`src/hw/rtl/mvr_pkg.sv`:
```
// Shared types, constants and the CRC-16/X.25 byte update for the MAVLink v1 receiver.
package mvr_pkg;

  localparam int unsigned CAP_DEPTH = 26;
  localparam int unsigned CAP_IDX_W = $clog2(CAP_DEPTH);
  localparam int unsigned CFG_IDX_W = 8;

  localparam logic [7:0] START_BYTE   = 8'hFE;
  localparam logic [7:0] CAP_LIMIT    = 8'(CAP_DEPTH);
  localparam logic [7:0] FLOW_LEN     = 8'd26;
  localparam logic [7:0] DIST_LEN     = 8'd14;
  localparam logic [15:0] CRC_INIT    = 16'hFFFF;
  localparam logic [15:0] DIST_NONE   = 16'hFFFF;

  localparam logic [7:0] FLOW_ID_RST    = 8'd100;
  localparam logic [7:0] DIST_ID_RST    = 8'd132;
  localparam logic [7:0] FLOW_EXTRA_RST = 8'd175;
  localparam logic [7:0] DIST_EXTRA_RST = 8'd85;

  localparam logic [CFG_IDX_W-1:0] CFG_FLOW_ID    = CFG_IDX_W'(0);
  localparam logic [CFG_IDX_W-1:0] CFG_DIST_ID    = CFG_IDX_W'(1);
  localparam logic [CFG_IDX_W-1:0] CFG_FLOW_EXTRA = CFG_IDX_W'(2);
  localparam logic [CFG_IDX_W-1:0] CFG_DIST_EXTRA = CFG_IDX_W'(3);

  typedef enum logic [3:0] {
    PH_WAIT = 4'd0,
    PH_LEN  = 4'd1,
    PH_SEQ  = 4'd2,
    PH_SYS  = 4'd3,
    PH_COMP = 4'd4,
    PH_MSG  = 4'd5,
    PH_PAY  = 4'd6,
    PH_CRCL = 4'd7,
    PH_CRCH = 4'd8
  } phase_e;

  typedef enum logic [1:0] {
    ST_OK      = 2'd0,
    ST_CRC_ERR = 2'd1,
    ST_UNKNOWN = 2'd2,
    ST_BAD_LEN = 2'd3
  } status_e;

  typedef enum logic [1:0] {
    KIND_FLOW  = 2'd0,
    KIND_DIST  = 2'd1,
    KIND_OTHER = 2'd2
  } kind_e;

  typedef struct packed {
    logic [7:0] flow_id;
    logic [7:0] dist_id;
    logic [7:0] flow_extra;
    logic [7:0] dist_extra;
  } cfg_t;

  // A finished frame as the parser hands it to the checker.
  typedef struct packed {
    logic [7:0]  seq;
    logic [7:0]  sys_id;
    logic [7:0]  comp_id;
    logic [7:0]  msg_id;
    logic [7:0]  len;
    logic [15:0] crc_acc;
    logic [15:0] crc_rx;
    logic [15:0] flow_x;
    logic [15:0] flow_y;
    logic [7:0]  quality;
    logic [15:0] dist_cm;
  } frame_t;

  typedef struct packed {
    status_e     status;
    kind_e       kind;
    logic [7:0]  seq;
    logic [7:0]  sys_id;
    logic [7:0]  comp_id;
    logic [7:0]  msg_id;
    logic [15:0] flow_x;
    logic [15:0] flow_y;
    logic [7:0]  quality;
    logic [15:0] dist_cm;
    logic        dist_valid;
  } result_t;

  function automatic logic [15:0] crc_fold(input logic [15:0] crc, input logic [7:0] b);
    logic [7:0] t;
    t = b ^ crc[7:0];
    t = t ^ {t[3:0], 4'b0000};
    return {8'h00, crc[15:8]} ^ {t, 8'h00} ^ {5'b00000, t, 3'b000} ^ {12'h000, t[7:4]};
  endfunction

endpackage

```
`src/hw/rtl/mavlink_v1_frame_receiver.sv`:
```
// Top level of the MAVLink v1 frame receiver: input and result registers around the parser.
//
//   Channel  Direction  Handshake               Payload
//   in       into       in_valid_i/in_stall_o   rx_byte_i
//   out      out of     out_valid_o/out_stall_i frame_status_o .. distance_valid_o
//   cfg      into       cfg_valid_i/cfg_ready_o cfg_index_i, cfg_data_i
//
// One word is accepted per cycle unless the input stalls; each word waits in the input
// register, and the parse step, CRC update and frame check run between it and the result
// register. A result is written there when its high CRC byte leaves the input register.
// Reset returns the parser to hunting for a start byte and restores the register defaults.
// The input stalls only while its register is full and a waiting result is itself stalled.
module mavlink_v1_frame_receiver (
  input  logic                          clk_i,
  input  logic                          rst_ni,
  input  logic                          in_valid_i,
  output logic                          in_stall_o,
  input  logic [7:0]                    rx_byte_i,
  output logic                          out_valid_o,
  input  logic                          out_stall_i,
  output logic [1:0]                    frame_status_o,
  output logic [1:0]                    message_kind_o,
  output logic [7:0]                    sequence_number_o,
  output logic [7:0]                    system_id_o,
  output logic [7:0]                    component_id_o,
  output logic [7:0]                    message_id_o,
  output logic signed [15:0]            flow_x_o,
  output logic signed [15:0]            flow_y_o,
  output logic [7:0]                    flow_quality_o,
  output logic [15:0]                   distance_cm_o,
  output logic                          distance_valid_o,
  input  logic                          cfg_valid_i,
  output logic                          cfg_ready_o,
  input  logic [mvr_pkg::CFG_IDX_W-1:0] cfg_index_i,
  input  logic [7:0]                    cfg_data_i
);

  mvr_pkg::cfg_t    cfg;
  mvr_pkg::frame_t  frame;
  mvr_pkg::result_t result;
  mvr_pkg::result_t res_q;
  logic             res_vld_q, res_vld_d;
  logic [7:0]       byte_q;
  logic             byte_vld_q, byte_vld_d;
  logic             advance;
  logic             accept;
  logic             emit;

  // The parser may step whenever the result register is empty or is being drained.
  assign advance    = !(res_vld_q && out_stall_i);
  assign in_stall_o = byte_vld_q && !advance;
  assign accept     = in_valid_i && !in_stall_o;

  mvr_cfg_regs u_cfg_regs (
    .clk_i       (clk_i),
    .rst_ni      (rst_ni),
    .cfg_valid_i (cfg_valid_i),
    .cfg_ready_o (cfg_ready_o),
    .cfg_index_i (cfg_index_i),
    .cfg_data_i  (cfg_data_i),
    .cfg_o       (cfg)
  );

  mvr_parser u_parser (
    .clk_i   (clk_i),
    .rst_ni  (rst_ni),
    .step_i  (byte_vld_q && advance),
    .byte_i  (byte_q),
    .emit_o  (emit),
    .frame_o (frame)
  );

  mvr_frame_check u_frame_check (
    .cfg_i    (cfg),
    .frame_i  (frame),
    .result_o (result)
  );

  always_comb begin
    byte_vld_d = byte_vld_q;
    if (accept) begin
      byte_vld_d = 1'b1;
    end else if (advance) begin
      byte_vld_d = 1'b0;
    end
    res_vld_d = advance ? emit : res_vld_q;
  end

  always_ff @(posedge clk_i or negedge rst_ni) begin
    if (!rst_ni) begin
      byte_vld_q <= 1'b0;
      res_vld_q  <= 1'b0;
    end else begin
      byte_vld_q <= byte_vld_d;
      res_vld_q  <= res_vld_d;
    end
  end

  always_ff @(posedge clk_i) begin
    if (accept) begin
      byte_q <= rx_byte_i;
    end
    if (advance && emit) begin
      res_q <= result;
    end
  end

  assign out_valid_o       = res_vld_q;
  assign frame_status_o    = res_q.status;
  assign message_kind_o    = res_q.kind;
  assign sequence_number_o = res_q.seq;
  assign system_id_o       = res_q.sys_id;
  assign component_id_o    = res_q.comp_id;
  assign message_id_o      = res_q.msg_id;
  assign flow_x_o          = res_q.flow_x;
  assign flow_y_o          = res_q.flow_y;
  assign flow_quality_o    = res_q.quality;
  assign distance_cm_o     = res_q.dist_cm;
  assign distance_valid_o  = res_q.dist_valid;

  a_stall_only_when_blocked: assert property (@(posedge clk_i) disable iff (!rst_ni)
    in_stall_o |-> (byte_vld_q && out_valid_o && out_stall_i))
    else $error("input stalled while the pipeline could advance");

  a_emit_needs_room: assert property (@(posedge clk_i) disable iff (!rst_ni)
    (out_valid_o && out_stall_i) |=> out_valid_o && $stable(res_q))
    else $error("pending result overwritten or dropped");

  a_fields_zero_on_error: assert property (@(posedge clk_i) disable iff (!rst_ni)
    (out_valid_o && (frame_status_o != mvr_pkg::ST_OK)) |->
      (flow_x_o == 16'sd0 && flow_y_o == 16'sd0 && flow_quality_o == 8'd0 &&
       distance_cm_o == 16'd0 && !distance_valid_o))
    else $error("decoded fields set on a failed frame");

  a_dist_valid_kind: assert property (@(posedge clk_i) disable iff (!rst_ni)
    (out_valid_o && distance_valid_o) |->
      (message_kind_o == mvr_pkg::KIND_DIST && frame_status_o == mvr_pkg::ST_OK))
    else $error("distance flagged valid outside an ok distance frame");

endmodule

```
`src/hw/rtl/mvr_cfg_regs.sv`:
```
// Configuration registers: message ids and CRC extra bytes.
module mvr_cfg_regs (
  input  logic                           clk_i,
  input  logic                           rst_ni,
  input  logic                           cfg_valid_i,
  output logic                           cfg_ready_o,
  input  logic [mvr_pkg::CFG_IDX_W-1:0]  cfg_index_i,
  input  logic [7:0]                     cfg_data_i,
  output mvr_pkg::cfg_t                  cfg_o
);

  mvr_pkg::cfg_t cfg_q, cfg_d;

  assign cfg_ready_o = 1'b1;
  assign cfg_o       = cfg_q;

  always_comb begin
    cfg_d = cfg_q;
    if (cfg_valid_i) begin
      unique case (cfg_index_i)
        mvr_pkg::CFG_FLOW_ID:    cfg_d.flow_id    = cfg_data_i;
        mvr_pkg::CFG_DIST_ID:    cfg_d.dist_id    = cfg_data_i;
        mvr_pkg::CFG_FLOW_EXTRA: cfg_d.flow_extra = cfg_data_i;
        mvr_pkg::CFG_DIST_EXTRA: cfg_d.dist_extra = cfg_data_i;
        default:                 cfg_d = cfg_q;
      endcase
    end
  end

  always_ff @(posedge clk_i or negedge rst_ni) begin
    if (!rst_ni) begin
      cfg_q.flow_id    <= mvr_pkg::FLOW_ID_RST;
      cfg_q.dist_id    <= mvr_pkg::DIST_ID_RST;
      cfg_q.flow_extra <= mvr_pkg::FLOW_EXTRA_RST;
      cfg_q.dist_extra <= mvr_pkg::DIST_EXTRA_RST;
    end else begin
      cfg_q <= cfg_d;
    end
  end

endmodule

```
`src/hw/rtl/mvr_parser.sv`:
```
// Frame parser: phase machine, header and payload capture, running CRC.
module mvr_parser (
  input  logic            clk_i,
  input  logic            rst_ni,
  input  logic            step_i,
  input  logic [7:0]      byte_i,
  output logic            emit_o,
  output mvr_pkg::frame_t frame_o
);

  mvr_pkg::phase_e phase_q, phase_d;
  logic [7:0]  cnt_q, cnt_d;
  logic [7:0]  len_q, len_d;
  logic [15:0] crc_q, crc_d;
  logic [7:0]  crc_lo_q, crc_lo_d;
  logic [7:0]  hdr_q [4];
  logic [7:0]  hdr_d [4];
  logic [7:0]  cap_q [mvr_pkg::CAP_DEPTH];
  logic        cap_we;
  logic [15:0] crc_next;
  logic [7:0]  cnt_inc;

  assign crc_next = mvr_pkg::crc_fold(crc_q, byte_i);
  assign cnt_inc  = cnt_q + 8'd1;

  // Next state.
  always_comb begin
    phase_d  = phase_q;
    cnt_d    = cnt_q;
    len_d    = len_q;
    crc_d    = crc_q;
    crc_lo_d = crc_lo_q;
    hdr_d    = hdr_q;
    cap_we   = 1'b0;
    if (step_i) begin
      unique case (phase_q)
        mvr_pkg::PH_WAIT: begin
          if (byte_i == mvr_pkg::START_BYTE) begin
            crc_d   = mvr_pkg::CRC_INIT;
            cnt_d   = 8'd0;
            phase_d = mvr_pkg::PH_LEN;
          end
        end
        mvr_pkg::PH_LEN: begin
          len_d   = byte_i;
          crc_d   = crc_next;
          phase_d = mvr_pkg::PH_SEQ;
        end
        mvr_pkg::PH_SEQ: begin
          hdr_d[0] = byte_i;
          crc_d    = crc_next;
          phase_d  = mvr_pkg::PH_SYS;
        end
        mvr_pkg::PH_SYS: begin
          hdr_d[1] = byte_i;
          crc_d    = crc_next;
          phase_d  = mvr_pkg::PH_COMP;
        end
        mvr_pkg::PH_COMP: begin
          hdr_d[2] = byte_i;
          crc_d    = crc_next;
          phase_d  = mvr_pkg::PH_MSG;
        end
        mvr_pkg::PH_MSG: begin
          hdr_d[3] = byte_i;
          crc_d    = crc_next;
          phase_d  = (len_q == 8'd0) ? mvr_pkg::PH_CRCL : mvr_pkg::PH_PAY;
        end
        mvr_pkg::PH_PAY: begin
          // Bytes past the capture depth still go into the CRC.
          cap_we = (cnt_q < mvr_pkg::CAP_LIMIT);
          crc_d  = crc_next;
          cnt_d  = cnt_inc;
          if (cnt_inc >= len_q) begin
            phase_d = mvr_pkg::PH_CRCL;
          end
        end
        mvr_pkg::PH_CRCL: begin
          crc_lo_d = byte_i;
          phase_d  = mvr_pkg::PH_CRCH;
        end
        mvr_pkg::PH_CRCH: begin
          phase_d = mvr_pkg::PH_WAIT;
          cnt_d   = 8'd0;
          crc_d   = mvr_pkg::CRC_INIT;
        end
        default: phase_d = mvr_pkg::PH_WAIT;
      endcase
    end
  end

  // Outputs.
  always_comb begin
    emit_o          = step_i && (phase_q == mvr_pkg::PH_CRCH);
    frame_o.seq     = hdr_q[0];
    frame_o.sys_id  = hdr_q[1];
    frame_o.comp_id = hdr_q[2];
    frame_o.msg_id  = hdr_q[3];
    frame_o.len     = len_q;
    frame_o.crc_acc = crc_q;
    frame_o.crc_rx  = {byte_i, crc_lo_q};
    frame_o.flow_x  = {cap_q[21], cap_q[20]};
    frame_o.flow_y  = {cap_q[23], cap_q[22]};
    frame_o.quality = cap_q[25];
    frame_o.dist_cm = {cap_q[9], cap_q[8]};
  end

  always_ff @(posedge clk_i or negedge rst_ni) begin
    if (!rst_ni) begin
      phase_q  <= mvr_pkg::PH_WAIT;
      cnt_q    <= 8'd0;
      len_q    <= 8'd0;
      crc_q    <= mvr_pkg::CRC_INIT;
      crc_lo_q <= 8'd0;
      for (int i = 0; i < 4; i++) begin
        hdr_q[i] <= 8'd0;
      end
    end else begin
      phase_q  <= phase_d;
      cnt_q    <= cnt_d;
      len_q    <= len_d;
      crc_q    <= crc_d;
      crc_lo_q <= crc_lo_d;
      hdr_q    <= hdr_d;
    end
  end

  always_ff @(posedge clk_i) begin
    if (cap_we) begin
      cap_q[cnt_q[mvr_pkg::CAP_IDX_W-1:0]] <= byte_i;
    end
  end

endmodule

```
`src/hw/rtl/mvr_frame_check.sv`:
```
// Frame check: message kind, CRC extra fold, status and decoded fields.
module mvr_frame_check (
  input  mvr_pkg::cfg_t    cfg_i,
  input  mvr_pkg::frame_t  frame_i,
  output mvr_pkg::result_t result_o
);

  mvr_pkg::kind_e kind;
  logic [7:0]     extra;
  logic           crc_ok;

  always_comb begin
    // Optical flow wins when both id registers hold the same value.
    priority if (frame_i.msg_id == cfg_i.flow_id) begin
      kind  = mvr_pkg::KIND_FLOW;
      extra = cfg_i.flow_extra;
    end else if (frame_i.msg_id == cfg_i.dist_id) begin
      kind  = mvr_pkg::KIND_DIST;
      extra = cfg_i.dist_extra;
    end else begin
      kind  = mvr_pkg::KIND_OTHER;
      extra = 8'h00;
    end
  end

  assign crc_ok = (mvr_pkg::crc_fold(frame_i.crc_acc, extra) == frame_i.crc_rx);

  always_comb begin
    result_o.status     = mvr_pkg::ST_OK;
    result_o.kind       = kind;
    result_o.seq        = frame_i.seq;
    result_o.sys_id     = frame_i.sys_id;
    result_o.comp_id    = frame_i.comp_id;
    result_o.msg_id     = frame_i.msg_id;
    result_o.flow_x     = 16'h0000;
    result_o.flow_y     = 16'h0000;
    result_o.quality    = 8'h00;
    result_o.dist_cm    = 16'h0000;
    result_o.dist_valid = 1'b0;
    if (!crc_ok) begin
      result_o.status = mvr_pkg::ST_CRC_ERR;
    end else begin
      unique case (kind)
        mvr_pkg::KIND_FLOW: begin
          if (frame_i.len != mvr_pkg::FLOW_LEN) begin
            result_o.status = mvr_pkg::ST_BAD_LEN;
          end else begin
            result_o.flow_x  = frame_i.flow_x;
            result_o.flow_y  = frame_i.flow_y;
            result_o.quality = frame_i.quality;
          end
        end
        mvr_pkg::KIND_DIST: begin
          if (frame_i.len != mvr_pkg::DIST_LEN) begin
            result_o.status = mvr_pkg::ST_BAD_LEN;
          end else begin
            result_o.dist_cm    = frame_i.dist_cm;
            result_o.dist_valid = (frame_i.dist_cm != mvr_pkg::DIST_NONE);
          end
        end
        default: result_o.status = mvr_pkg::ST_UNKNOWN;
      endcase
    end
  end

endmodule

```
`config.mk`:
```
export PLATFORM = sky130hd
export DESIGN_NAME = mavlink_v1_frame_receiver
export DESIGN_NICKNAME = d
export VERILOG_FILES = /design/src/hw/rtl/mvr_pkg.sv /design/src/hw/rtl/mavlink_v1_frame_receiver.sv /design/src/hw/rtl/mvr_cfg_regs.sv /design/src/hw/rtl/mvr_parser.sv /design/src/hw/rtl/mvr_frame_check.sv
export SDC_FILE = /design/constraint.sdc
export NUM_CORES = 1
export LEC_CHECK = 0
export ABC_AREA = 1
export BUFFER_PORTS_ARGS = -buffer_cell sky130_fd_sc_hd__buf_2
export CAP_MARGIN = 20
export CORE_UTILIZATION = 40
export CTS_CLUSTER_SIZE = 20
export DETAILED_ROUTE_END_ITERATION = 16
export PLACE_DENSITY_LB_ADDON = 0.2
export SLEW_MARGIN = 20
export SYNTH_ARGS = -nofsm -noshare
export SYNTH_HDL_FRONTEND = slang
export SYNTH_SLANG_ARGS = --single-unit
```
`constraint.sdc`:
```
create_clock -name clk_i -period 5 [get_ports clk_i]
set_input_delay 1 -clock clk_i [delete_from_list [all_inputs] [get_ports clk_i]]
set_output_delay 1 -clock clk_i [all_outputs]
set_load 0.05 [all_outputs]
```
==> results.txt <==
Initial antenna violation count = 0
Status = finished, final reports clean
Worst flop-to-flop path startpoint = u_cfg_regs.cfg_o[29]
Max incr delay on CP = 0.54 ns
P_leak = 5.87 nW
Most numerous cell in the Yosys netlist = nand2_1
Final wirelength = 26.0 mm
Top cell by count, worst path = nand2_1
Yosys warning count = 0
Final setup violation count = 0
CP max FO = 40
Area grow syn2layout = 16.6%
Initial Util = 41.1%
Setup CP Type = reg2reg
Nets = 1291
Via Count = 7841
Skew final = 0.0134 ns
Largest net degree at the start of global routing = 71
Width of the die = 172 um
Post-layout minimum cycle time = 3.41 ns
Syn_area_per_cell = 10.4 um2
I/O Buffers = 123
CTS Buf Count = 28
Global-route wire length before repair = 40.6 mm
Cell Area, Synth = 11600 um2
Fin cells = 1650
Critical-path cell with the highest stage delay = dfstp_2
Clock slew at reported path FFs = 0.06 ns
Clock net sink count = 267
Clock Tree Root = clkbuf_16
DP HPWL = 17.8 mm
Hold Path Origin = u_parser.frame_o[122]
Synth top area share = 40.8%
Yosys cell types = 39
Worst-Margin Slew = 0.976 ns
Setup TNS = 0 ns
Fmax = 293 MHz
Largest cells by area after synthesis = edfxtp_1 41%, dfrtp_1 17%, nand2_1 9.0%, dfstp_2 7.1%, inv_1 5.2%
Antenna Nets Post-Route = 0
DRT iter0 DRCs = 551
Post_cts resized = 0
Post-DR vias/cell = 4.75
Peak supply drop = 0.286 mV
Residual DRC count = 0
Crit-path cells = nand2_1, nand2_1, nand2_1, nor2_1, nand2_2, inv_2, nand2_1, nand2_1, nand2_1, nand2_1, nand2_1, nand3_1, nand2_1, nor2_1, nand2_1, nor2_4, nand3_4, nor2_1
Clock Tree Buf Depth = 3
Slew headroom = 35.0%
Startpoint types = register
Worst Setup SP = u_cfg_regs.cfg_o[29]
Core Footprint = 28100 um2
Cell Pwr Density = 516 nW/um2
EDFF count, synth = 157
IO Pins = 125
Critical path data required time = 5.37 ns
Syn nets = 1155
ANT cells = 0
Clock Latency Late Sink = 0.55 ns
DR pass1 iterations = 5
Largest area contributor in the netlist = edfxtp_1
DR WL/cell = 15.8 um
RSZ-0062 raised after global routing = no
Total gr overflow = 0
Power Total = 6.95 mW
Commonest cells post-synth = 276 x nand2_1, 161 x inv_1, 157 x edfxtp_1
Rows = 61
Die Area = 29600 um2
Register area share after synthesis = 65.0%
Height of the die = 172 um
Final period utilization = 68.2%
MaxCap Viol Count = 0
Number of global-route vias before repair = 7496
Tot GR Track Use = 18.0%
Main synth FF type = edfxtp_1
Placer Congestion = 0.854
HP Class = reg2reg
Number of fill cells in the layout = 2654
CTS tree = done
Post-CTS setup buffer count = 0
Slew Limit Fails = 0
CP endpoint kind = register
Post-synthesis register bit count = 267
Register area = 7510 um2
Cell total after placement = 1598
Syn Inst Count = 1114
Async SR Flop Fraction = 41.2%
Area of the multi-input gates = 3310 um2
H-tree Lvls = 1
Worst-case hold slack = 0.450 ns
# hold bufs at CTS = 0
Layout cells sized above 1 = 20.3%
Arr. time, crit path = 3.78 ns
Hold Violations, Final = 0
[area by class of cell]
class / instances / share of cell area (%)
well taps: 378 / 3.51
clock inverters: 18 / 1.11
inverters: 166 / 4.63
flip-flops and latches: 267 / 55.7
repair buffers: 127 / 4.81
multi-input cells: 660 / 24.6
clock buffers: 34 / 5.60
[state kept, by name, summed over array words and instances (netlist names), 16 cells and up]
register and count:
u_cfg_regs.cfg_o 32, flow_x_o 16, u_parser.crc_q 16, flow_y_o 16, u_parser.cap_q 56, distance_cm_o 16, u_parser.frame_o 32
[metal layers]
layer  global-route usage, %  share of wire [%]
met5                       0                  0
met4                    6.46                2.7
met3                    2.56                4.2
met2                    30.1                 48
met1                    23.9                 45
[stage by stage]
step / setup WS (ns) / utilization [%] / instance area, um2
after floorplan: 0.671 / - / 11600
after global placement: 1.56 / 44.7 / 12500
after detailed placement: 1.49 / 44.7 / 12500
after CTS: 1.56 / 47.9 / 13500
after global routing: 1.18 / 47.9 / 13500
final: 1.59 / 47.9 / 13500
[final timing paths]
kind	end	slack, ns	cells past startpoint
max	flow_y_o[8]	1.59	18
min	sequence_number_o[2]	0.45	0
max reg2reg	flow_y_o[8]	1.59	18
min reg2reg	sequence_number_o[2]	0.45	0
max in group asynchronous	u_cfg_regs.cfg_o[18]	3.33	2
min in group asynchronous	u_parser.crc_lo_q[6]	0.61	1
[power by group]
| part | switching [mW] | leakage, nW | internal (mW) | total (mW) |
|---|---|---|---|---|
| Sequential | 0.305 | 2.76 | 2.75 | 3.06 |
| Combinational | 1.21 | 2.67 | 0.640 | 1.85 |
| Clock | 0.862 | 0.440 | 1.18 | 2.04 |
| Total | 2.38 | 5.87 | 4.57 | 6.95 |
[critical path, delay by kind of cell (launching register included)]
| kind | cells | cell delay, ns |
|---|---|---|
| flip-flops | 1 | 0.54 |
| buffers and inverters | 1 | 0.25 |
| AND/OR/NAND/NOR | 17 | 2.44 |
[kinds of logic after synthesis]
group	Yosys count	share of synthesized area [%]
DFF	267	65.0
and+or+nand+nor	477	18.3
xor gates and xnor gates	32	2.43
AOI/OAI and AO/OA	138	6.41
buffers and inverters	187	6.54
adders and majority gates	12	1.30
other	1	0.0325
[placed cells by master, fill, tap and decap left out, types with 4 or more instances in the layout]
cell	instances
nor2_1	55
buf_4	5
nand3b_1	7
dfstp_2	31
inv_1	161
nand3_1	64
clkinv_1	5
o21ai_0	108
nor2_4	4
buf_2	122
nor3_1	7
inv_2	4
nand4_1	12
nor2_2	39
dfrtp_1	79
ha_1	12
clkbuf_1	4
clkbuf_16	29
xor2_1	14
edfxtp_1	157
nand2_1	276
xnor2_1	18
a21oi_1	11
clkinv_2	7
(Power assumes the default switching activity.)
